### src/rtl/pia_pkg.sv
// Package for the positional insert/erase array.
// Holds the operation and status codes, the cell command type and the stream field widths.
// No dependencies.
package pia_pkg;

  localparam int unsigned OP_W     = 3;
  localparam int unsigned IDX_W    = 4;
  localparam int unsigned VAL_W    = 32;
  localparam int unsigned STATUS_W = 2;
  localparam int unsigned COUNT_W  = 5;
  localparam int unsigned TDATA_W  = 40;

  typedef enum logic [OP_W-1:0] {
    OP_READ   = 3'd0,
    OP_APPEND = 3'd1,
    OP_POP    = 3'd2,
    OP_INSERT = 3'd3,
    OP_ERASE  = 3'd4
  } op_t;

  typedef enum logic [STATUS_W-1:0] {
    ST_OK    = 2'd0,
    ST_INDEX = 2'd1,
    ST_UNDER = 2'd2,
    ST_FULL  = 2'd3
  } status_t;

  typedef enum logic [1:0] {
    CMD_HOLD   = 2'd0,
    CMD_APPEND = 2'd1,
    CMD_INSERT = 2'd2,
    CMD_ERASE  = 2'd3
  } cmd_t;

endpackage

### src/rtl/pia_cell.sv
// One storage cell of the positional insert/erase array.
// Holds one element and loads, takes its left or right neighbor, or holds, per command.
// Depends on pia_pkg.
module pia_cell
  import pia_pkg::*;
#(
  parameter int unsigned POS   = 0,
  parameter int unsigned CW    = 5,
  parameter int unsigned WIDTH = 32
) (
  input  logic             clk,
  input  cmd_t             cmd,
  input  logic [CW-1:0]    pos,
  input  logic [CW-1:0]    fill,
  input  logic [WIDTH-1:0] wr_data,
  input  logic [WIDTH-1:0] left_data,
  input  logic [WIDTH-1:0] right_data,
  output logic [WIDTH-1:0] data
);

  localparam logic [CW-1:0] MY_POS  = CW'(POS);
  localparam logic [CW:0]   MY_NEXT = (CW+1)'(POS + 1);

  logic [WIDTH-1:0] data_r;
  logic [WIDTH-1:0] data_nxt;

  always_comb begin
    data_nxt = data_r;
    case (cmd)
      CMD_APPEND: begin
        if (fill == MY_POS) begin
          data_nxt = wr_data;
        end
      end
      CMD_INSERT: begin
        if (pos == MY_POS) begin
          data_nxt = wr_data;
        end else if (MY_POS > pos && MY_POS <= fill) begin
          data_nxt = left_data;
        end
      end
      CMD_ERASE: begin
        if (MY_POS >= pos && MY_NEXT < {1'b0, fill}) begin
          data_nxt = right_data;
        end
      end
      default: begin
        data_nxt = data_r;
      end
    endcase
  end

  always_ff @(posedge clk) begin
    data_r <= data_nxt;
  end

  assign data = data_r;

endmodule

### src/rtl/positional_insert_erase_array.sv
// Top level of the positional insert/erase array: a bounded ordered store of DEPTH elements.
// Decodes each operation, drives a row of pia_cell instances and registers the result.
// Depends on pia_pkg and pia_cell.
//
// Each input item carries an operation on in_tuser and an index and a value on in_tdata.
// The block reads, appends, pops, inserts or erases, shifting the later elements up or
// down in the row of cells in the same cycle, and returns one result item per input item.
// A result holds the element read or popped, a status and the element count after the
// operation. An index at or beyond the count, a pop on an empty store and a growth of a
// full store are refused with a status and leave the store unchanged.
// The result is registered: it is loaded into the output register on the edge that
// accepts the item. Throughput is one item per cycle while results are taken, set by the
// single update of the cell row and the fill count per item.
// When the receiver stalls, the result waits in the output register and in_tready stays
// low until it is taken; an item is accepted in the same cycle as the waiting result.
// Reset clears the fill count and the output valid flag; element storage is not cleared.
module positional_insert_erase_array
  import pia_pkg::*;
#(
  parameter int unsigned DEPTH = 16,
  parameter int unsigned WIDTH = 32
) (
  input  logic               clk,
  input  logic               rst_n,
  input  logic               in_tvalid,
  output logic               in_tready,
  input  logic [TDATA_W-1:0] in_tdata,   // index[3:0], value[35:4], zero pad
  input  logic [OP_W-1:0]    in_tuser,   // operation[2:0]
  output logic               out_tvalid,
  input  logic               out_tready,
  output logic [TDATA_W-1:0] out_tdata,  // read_value[31:0], count[36:32], zero pad
  output logic [STATUS_W-1:0] out_tuser  // status[1:0]
);

  localparam int unsigned CW   = $clog2(DEPTH + 1);
  localparam int unsigned AW   = $clog2(DEPTH);
  localparam int unsigned CMPW = (CW > IDX_W) ? CW : IDX_W;
  localparam int unsigned VW   = (WIDTH < VAL_W) ? WIDTH : VAL_W;
  localparam logic [CW-1:0] FULL_C = CW'(DEPTH);

  logic [IDX_W-1:0] in_index;
  logic [VAL_W-1:0] in_value;
  op_t              in_op;
  logic             in_fire;

  logic [CW-1:0]    fill_r;
  logic [CW-1:0]    fill_nxt;
  logic [CW-1:0]    fill_dec;
  logic [CMPW-1:0]  idx_x;
  logic [CMPW-1:0]  fill_x;
  logic             idx_bad;

  cmd_t             cmd;
  logic [AW-1:0]    rd_sel;
  logic             rd_en;
  status_t          status;
  logic [WIDTH-1:0] wr_data;
  logic [WIDTH-1:0] rd_data;
  logic [WIDTH-1:0] cell_data [DEPTH];

  logic                out_valid_r;
  logic [VAL_W-1:0]    out_value_r;
  logic [COUNT_W-1:0]  out_count_r;
  status_t             out_status_r;

  assign in_index = in_tdata[IDX_W-1:0];
  assign in_value = in_tdata[IDX_W+VAL_W-1:IDX_W];
  assign in_op    = op_t'(in_tuser);
  assign in_tready = !out_valid_r || out_tready;
  assign in_fire   = in_tvalid && in_tready;

  assign idx_x    = CMPW'(in_index);
  assign fill_x   = CMPW'(fill_r);
  assign idx_bad  = idx_x >= fill_x;
  assign fill_dec = fill_r - CW'(1);
  assign wr_data  = WIDTH'(in_value[VW-1:0]);
  assign rd_sel   = (in_op == OP_POP) ? fill_dec[AW-1:0] : AW'(in_index);
  assign rd_data  = cell_data[rd_sel];

  always_comb begin
    cmd      = CMD_HOLD;
    fill_nxt = fill_r;
    rd_en    = 1'b0;
    status   = ST_OK;
    case (in_op)
      OP_READ: begin
        if (idx_bad) begin
          status = ST_INDEX;
        end else begin
          rd_en = 1'b1;
        end
      end
      OP_APPEND: begin
        if (fill_r == FULL_C) begin
          status = ST_FULL;
        end else begin
          cmd      = CMD_APPEND;
          fill_nxt = fill_r + CW'(1);
        end
      end
      OP_POP: begin
        if (fill_r == '0) begin
          status = ST_UNDER;
        end else begin
          rd_en    = 1'b1;
          fill_nxt = fill_dec;
        end
      end
      OP_INSERT: begin
        if (idx_bad) begin
          status = ST_INDEX;
        end else if (fill_r == FULL_C) begin
          status = ST_FULL;
        end else begin
          cmd      = CMD_INSERT;
          fill_nxt = fill_r + CW'(1);
        end
      end
      OP_ERASE: begin
        if (idx_bad) begin
          status = ST_INDEX;
        end else begin
          cmd      = CMD_ERASE;
          fill_nxt = fill_dec;
        end
      end
      default: begin
        cmd = CMD_HOLD;
      end
    endcase
    if (!in_fire) begin
      cmd      = CMD_HOLD;
      fill_nxt = fill_r;
    end
  end

  for (genvar g = 0; g < DEPTH; g++) begin : g_cell
    logic [WIDTH-1:0] left_w;
    logic [WIDTH-1:0] right_w;
    if (g == 0) begin : g_first
      assign left_w = '0;
    end else begin : g_left
      assign left_w = cell_data[g-1];
    end
    if (g == DEPTH - 1) begin : g_last
      assign right_w = '0;
    end else begin : g_right
      assign right_w = cell_data[g+1];
    end
    pia_cell #(
      .POS   (g),
      .CW    (CW),
      .WIDTH (WIDTH)
    ) u_cell (
      .clk        (clk),
      .cmd        (cmd),
      .pos        (CW'(in_index)),
      .fill       (fill_r),
      .wr_data    (wr_data),
      .left_data  (left_w),
      .right_data (right_w),
      .data       (cell_data[g])
    );
  end

  always_ff @(posedge clk) begin
    if (!rst_n) begin
      fill_r      <= '0;
      out_valid_r <= 1'b0;
    end else begin
      fill_r <= fill_nxt;
      if (in_fire) begin
        out_valid_r <= 1'b1;
      end else if (out_tready) begin
        out_valid_r <= 1'b0;
      end
    end
  end

  always_ff @(posedge clk) begin
    if (in_fire) begin
      out_value_r  <= rd_en ? VAL_W'(rd_data[VW-1:0]) : '0;
      out_count_r  <= COUNT_W'(fill_nxt);
      out_status_r <= status;
    end
  end

  assign out_tvalid = out_valid_r;
  assign out_tdata  = {{(TDATA_W - VAL_W - COUNT_W){1'b0}}, out_count_r, out_value_r};
  assign out_tuser  = out_status_r;

  a_fill_bound: assert property (@(posedge clk) disable iff (!rst_n)
    fill_r <= FULL_C)
    else $error("fill count beyond depth");

  a_result_follows: assert property (@(posedge clk) disable iff (!rst_n)
    in_fire |=> out_valid_r)
    else $error("accepted item produced no result");

  a_count_matches: assert property (@(posedge clk) disable iff (!rst_n)
    out_valid_r |-> out_count_r == COUNT_W'(fill_r))
    else $error("reported count differs from fill count");

  a_full_status: assert property (@(posedge clk) disable iff (!rst_n)
    out_valid_r && out_status_r == ST_FULL |-> fill_r == FULL_C)
    else $error("full status while store not full");

endmodule
### config.mk
export PLATFORM = sky130hd
export DESIGN_NAME = positional_insert_erase_array
export DESIGN_NICKNAME = d
export VERILOG_FILES = /design/src/rtl/pia_pkg.sv /design/src/rtl/pia_cell.sv /design/src/rtl/positional_insert_erase_array.sv
export SDC_FILE = /design/constraint.sdc
export NUM_CORES = 2
export LEC_CHECK = 0
export BUFFER_PORTS_ARGS = -buffer_cell sky130_fd_sc_hd__buf_2
export CAP_MARGIN = 20
export CORE_ASPECT_RATIO = 0.9
export CORE_MARGIN = 4
export CORE_UTILIZATION = 24
export DETAILED_ROUTE_END_ITERATION = 8
export MAX_ROUTING_LAYER = met4
export SYNTH_ARGS = -nofsm -noshare
export SYNTH_HDL_FRONTEND = slang
export SYNTH_SLANG_ARGS = --single-unit
### constraint.sdc
create_clock -name clk -period 8.1 [get_ports clk]
set_input_delay 0 -clock clk [delete_from_list [all_inputs] [get_ports clk]]
set_output_delay 0 -clock clk [all_outputs]
set_load 0.02 [all_outputs]
# After elaboration in Yosys (flattened, before gate mapping)
# Cells that the tools add are included.
# word_totals
output_inout_bits	44
register_bits	557
wordCells	339
# op_classes
reduce_logical	57
n_addsub	2
bitwise_logic	1
n_mux	106
magnitude_cmp	66
n_eq_ne	86
# op_table
operator	n
2-to-1 mux 32 bit	66
case mux 32 bit (3 select lines)	16
binary-select mux 32 bit (select 4 bit)	1
AND reduction 4 bit	16
inequality test 2 x 1 -> 1 bit, second input constant	31
inequality test 3 x 1 -> 1 bit, second input constant	16
equality test 5 x 4 -> 1 bit, second input constant	8
<= comparator 4 x 5 -> 1 bit, first input constant	8
less-than comparator 4 x 5 -> 1 bit, first input constant	8
logical AND 1 bit	33
equality test 4 bit, second input constant	8
greater-or-equal comparator 4 bit, first input constant	8
greater-than comparator 4 bit, first input constant	8
2-to-1 mux 5 bit	5
equality test 5 x 3 -> 1 bit, second input constant	4
<= comparator 3 x 5 -> 1 bit, first input constant	4
less-than comparator 3 x 5 -> 1 bit, first input constant	4
case mux 5 bit (4 select lines)	1
equality test 4 x 3 -> 1 bit, second input constant	4
greater-or-equal comparator 3 x 4 -> 1 bit, first input constant	4
greater-than comparator 3 x 4 -> 1 bit, first input constant	4
2-to-1 mux 2 bit	7
equality test 5 x 2 -> 1 bit, second input constant	2
<= comparator 1 x 5 -> 1 bit, first input constant	2
other kinds (35)	50

# Depth between registers and ports, before layout
# logic_depth
depth_word	8
mapped_depth	13
mapped_depth_nobuf	8

# Modules after synthesis
# Synthesis repeated with hierarchy kept, for this count alone.
# unflattened
hier_cells	3889
area_unflattened_um2	40027.1
# by_module_without_submodules
mod	cells_per_inst	area_per_inst_um2	instances	seq_area_each_um2
positional_insert_erase_array	910	6892.9	1	1291.2
pia_cell at g_cell[3].u_cell	196	2371.0	1	960.9
pia_cell at g_cell[7].u_cell	196	2362.3	1	960.9
pia_cell at g_cell[15].u_cell	196	2353.5	1	960.9
pia_cell at g_cell[12].u_cell	194	2347.3	1	960.9
pia_cell at g_cell[4].u_cell	199	2229.6	1	960.9
pia_cell at g_cell[1].u_cell	236	2189.6	1	960.9
pia_cell at g_cell[13].u_cell	196	2140.8	1	960.9
pia_cell at g_cell[8].u_cell	196	2129.5	1	960.9
pia_cell at g_cell[9].u_cell	197	2082.0	1	960.9
pia_cell at g_cell[0].u_cell	193	2023.2	1	960.9
pia_cell at g_cell[10].u_cell	194	1976.9	1	960.9
pia_cell at g_cell[6].u_cell	196	1968.1	1	960.9
pia_cell at g_cell[11].u_cell	192	1923.1	1	960.9
+3 rows	n/a	n/a	n/a	n/a

# Least setup slack after synthesis
# OpenSTA, ideal clock, no wires.
# synth_path
path_type	register to register
start	reg out_valid_r, in the netlist out_tvalid
end	reg g_cell[12].u_cell.data_r[0] (enable)
slack_ns	1.852
path_stages_with_launch	10
arrival_time_ns	5.777
t_required_ns	7.628
n_path_buf	3
synth_period_minus_slack_ns	6.248
cell_sequence	dfxtp_1 > nand2b_1 > clkbuf_1 > and2_1 > clkbuf_1 > nand3_1 > nand2_1 > clkbuf_1 > nor3_1 > o32ai_1
# synth_between
elab_chain_cells	7
word_cells_on_any_way	12
cone_classes	eq/ne (6); mux (1); reduce/logical (5)
# synth_lines
item	line	text
start: declaration	positional_insert_erase_array.sv:61	logic out_valid_r;
start signal: assignment	positional_insert_erase_array.sv:169	out_valid_r <= 1'b0;
start signal: assignment	positional_insert_erase_array.sv:173	out_valid_r <= 1'b1;
start signal: assignment	positional_insert_erase_array.sv:175	out_valid_r <= 1'b0;
zero test 1 bit *	positional_insert_erase_array.sv:69	assign in_tready = !out_valid_r || out_tready;
logical OR 1 bit *	positional_insert_erase_array.sv:69	
via in_tready	positional_insert_erase_array.sv:26	output logic in_tready,
logical AND 1 bit *	positional_insert_erase_array.sv:70	assign in_fire = in_tvalid && in_tready;
via in_fire	positional_insert_erase_array.sv:44	logic in_fire;
2-to-1 mux 2 bit *	positional_insert_erase_array.sv:131	if (!in_fire) begin
equality test 2 bit or equality test 2 x 1 -> 1 bit (tied branches)	pia_cell.sv:29	case (cmd)
inequality test 3 x 1 -> 1 bit (no source line) (tied with other cells)	n/a	
AND reduction 4 bit (no source line) *	n/a	
end signal: assignment	pia_cell.sv:54	data_r <= data_nxt;
end: declaration	pia_cell.sv:24	logic [WIDTH-1:0] data_r;
# The timed path passes the listed nets; every way through them passes the cells marked *.
# A chain may end at the register's enable or synchronous reset.

# Worst setup path after layout
# layout_path
start	reg fill_r[2]
end	reg g_cell[11].u_cell.data_r[7] (enable)
# layout_between
elab_chain_cells	8
word_cells_on_any_way	21
cone_classes	order compare (3); eq/ne (8); mux (6); reduce/logical (4)
# layout_lines
item	line	text
start: declaration	positional_insert_erase_array.sv:46	logic [CW-1:0] fill_r;
start signal: assignment	positional_insert_erase_array.sv:171	fill_r <= fill_nxt;
parallel branches: the longest is 7 deep, another holds greater-or-equal comparator 4 x 5 -> 1 bit	n/a	
AND reduction 4 bit (no source line) *	n/a	
end signal: assignment	pia_cell.sv:54	
end: declaration	pia_cell.sv:24	
# Mark *: on every way between the ends.

==> results.cfg <==
[outcome]
status = completed

[timing]
fmax_mhz = 198
rsz0062_at_grt = false
min_period_ns = 5.04
slew_violations = 0
tightestPinTransition_ns = 1.27
tns_ns = 0
hold_violations = 0
clock_skew_ns = 0.0281
finalSetupViolCount = 0
min_period_over_period_pct = 62.2
slew-limit-headroom_pct = 15.1

[worst_setup_path]
timing.reg2reg.setup_slack_ns = 3.06
rr_endpoint = g_cell[11].u_cell.data[7]$_DFFE_PP_
end_kind = flip-flop
slowest_stage = dfxtp_1
slowest_delay_ns = 0.77
arrival_ns = 5.30
r2r-start = fill_r[2]$_SDFF_PN0_
crit_chain = inv_1, ha_1, o21a_1, o21bai_2, o21ai_4, buf_4, nand2_1, a221oi_1, o2bb2ai_4, buf_4
crit_fanout = 59
r2r_cells = 10
cp_top_family = buffers and inverters
required_ns = 8.36
crit_top_cell = buf_4
start_kind = flip-flop
critPathKind = reg2reg
path_buf_inv = 3

[synth]
yosysTopAreaCellShare_pct = 53.0
syn_inst = 3161
ys_warn_count = 0
yosysMostFrequentCell = edfxtp_1
ys_async_sr_fraction_pct = 0
synth_cell_types = 77
synth_ff_type = edfxtp_1
synthTopCellsByArea = edfxtp_1, a222oi_1, nor2_1, nand2_1, a2bb2oi_1
synth_edf_count = 551
yosysSeqAreaShare_pct = 53.4
syn_area_per_cell_sq_um = 9.87
ys_ff_latch = 557
yosys.area.top_type = edfxtp_1
synth_commonest_cells = edfxtp_1, nor2_1, nand2_1
synth_area_sq_mm = 0.0312

[floorplanning]
fp.dieH_microns = 350
initial_core_util_pct = 24.2
dieArea_sq_mm = 0.136
core_area_sq_mm = 0.129
io_pins = 91
floorplan.rows = 125
die_x_microns = 388

[cts]
cts_max_level = 2
numCtsBuffers = 58
cts_buffer_depth = 3
postCtsSetupBuffers = 0
cts.sinks = 557
insertion_delay_ns = 0.65
clk_pin_slew_ns = 0.06
post_cts_resized = 0
cts_tree = done
cts_root_buffer = clkbuf_16

[pwr]
ir_drop_mv = 0.170
leakagePower_nw = 12.6
power_density_mw_per_mm2 = 190

[grt]
grt_pass1_wl_mm = 179
overflow = 0
grt_max_degree = 178
grt_pass1_vias = 25900
track_usage_pct = 17.7
antenna_found_initial = 5

[detailed_routing]
dr.pass1.iters = 9
ant_nets = 0
routed_via_density = 5.76
wl_per_cell_microns = 25.4
num_vias = 28000
wl_mm = 123
drc = 0
drtIter0Drc = 5154

[cells_and_area]
nNetsFinal = 3144
fillers = 13400
areaGrowthSynthToFinish_pct = 14.4
fin_area_sq_mm = 0.0357
drive_gt1_share_pct = 11.9

[hold_path]
hold_path.class = in2reg
hold_end = fill_r[2]$_SDFF_PN0_
hold_start = rst_n
whs_path_depth = 3

[place]
portBuffers = 83
hpwlAfterDp_mm = 65.8
dpl_cell_area_sq_mm = 0.0334
gp_congestion = 0.873

[flow_run]
drv_cap = 0
state kept, by name, summed over array words and instances, names as in the netlist:
signal,flops
fill_r,5
g_cell.u_cell.data,512
out_count_r,5
out_tuser,2
out_tvalid,1
out_value_r,32
cells in the final DEF, fill, tap and decap left out, types with 5 or more instances in the layout:
cell type and n:
edfxtp_1 551, nor2_1 415, nand2_1 408, nand3_1 201, inv_1 171, o22ai_1 162
a222oi_1 160, nor3_1 138, a2bb2oi_1 128, a22o_1 94, buf_2 83, a21oi_1 81
buf_4 66, mux2_2 62, clkbuf_16 58, dlygate4sd3_1 38, a22oi_1 33, o21ai_0 21
o311ai_1 18, clkinv_1 16, o311ai_0 13, clkbuf_1 12, ha_1 9, mux2i_1 8
clkinv_2 8, nand2b_1 7, and2_1 7, o21ai_4 6, o211ai_1 6, bufinv_16 6
dfxtp_1 6, diode_2 5, nor2b_1 5, a21oi_4 5, o22ai_4 5, buf_12 5
layer usage:
layer / wire (microns) / vias up / share of wire, % / track usage (%)
li1: - / 11800 / - / -
met1: 50800 / 13600 / 41 / 25.1
met2: 51700 / 2274 / 42 / 25.1
met3: 17100 / 283 / 14 / 4.21
met4: 3810 / 0 / 3.1 / 5.01
met5: 0 / - / 0 / -
per-stage QoR:
stage          hold slack, ns  setup slack, ns  cells  utilization [%]  total power, W
2_1_floorplan           0.122             1.85   3163                -         0.00381
3_3_place_gp            0.279             3.19   4700             25.9         0.00405
3_5_place_dp            0.289             3.21   4702             25.9         0.00406
4_1_cts                 0.169             3.19   4847             27.6         0.00679
5_1_grt                 0.230             2.91   4853             27.7         0.00698
6_report                0.215             3.06   4854             27.7         0.00677
worst max path at each step:
| stage | endpoint | depth (start not counted) | startpoint | slack (ns) |
|---|---|---|---|---|
| 6_report | g_cell[11].u_cell.data[7]$_DFFE_PP_ | 10 | fill_r[2]$_SDFF_PN0_ | 3.06 |
| 5_1_grt | g_cell[10].u_cell.data[13]$_DFFE_PP_ | 10 | fill_r[2]$_SDFF_PN0_ | 2.91 |
| 4_1_cts | g_cell[11].u_cell.data[7]$_DFFE_PP_ | 10 | fill_r[2]$_SDFF_PN0_ | 3.19 |
| 3_5_place_dp | g_cell[11].u_cell.data[15]$_DFFE_PP_ | 10 | fill_r[2]$_SDFF_PN0_ | 3.21 |
| 3_3_place_gp | g_cell[11].u_cell.data[14]$_DFFE_PP_ | 10 | fill_r[2]$_SDFF_PN0_ | 3.19 |
| 2_1_floorplan | g_cell[12].u_cell.data[0]$_DFFE_PP_ | 9 | out_tvalid$_SDFFE_PN0P_ | 1.85 |
worst min-delay path, stage by stage:
cell	delay, ns
dlygate4sd3_1	0.51
buf_2	0.16
and2_1	0.13
area by class of cell:
cell class / count / area, sq um / area share (%)
Timing Repair Buffer: 193 / 1410 / 3.94
Clock inverter: 37 / 357 / 0.999
Inverter: 172 / 646 / 1.81
Sequential cell: 557 / 16700 / 46.7
Tap cell: 1714 / 2140 / 6.01
Clock buffer: 70 / 1500 / 4.19
Antenna cell: 5 / 12.5 / 0.0350
Multi-Input combinational cell: 2106 / 13000 / 36.3
power breakdown:
group | leakage (nW) | switching (W) | internal, W
sequential | 5.05 | 0.0000170 | 0.00321
combinational | 6.62 | 0.000532 | 0.000280
clock | 0.896 | 0.00122 | 0.00151
cell families after synthesis:
logic type / Yosys count / synth area share [%]
other cells: 1 / 0.0120
fa+ha+maj: 9 / 0.361
buf+inv: 500 / 6.66
mux: 75 / 2.71
compound gates: 786 / 19.9
flops: 557 / 53.4
simple gates: 1230 / 16.8
xor+xnor: 3 / 0.0842
timing repair:
action,in CTS,in global routing
endpoints found under the hold margin,519,0
hold buffers,38,0
setup endpoints to repair,0,0
(Power assumes the default switching activity.)
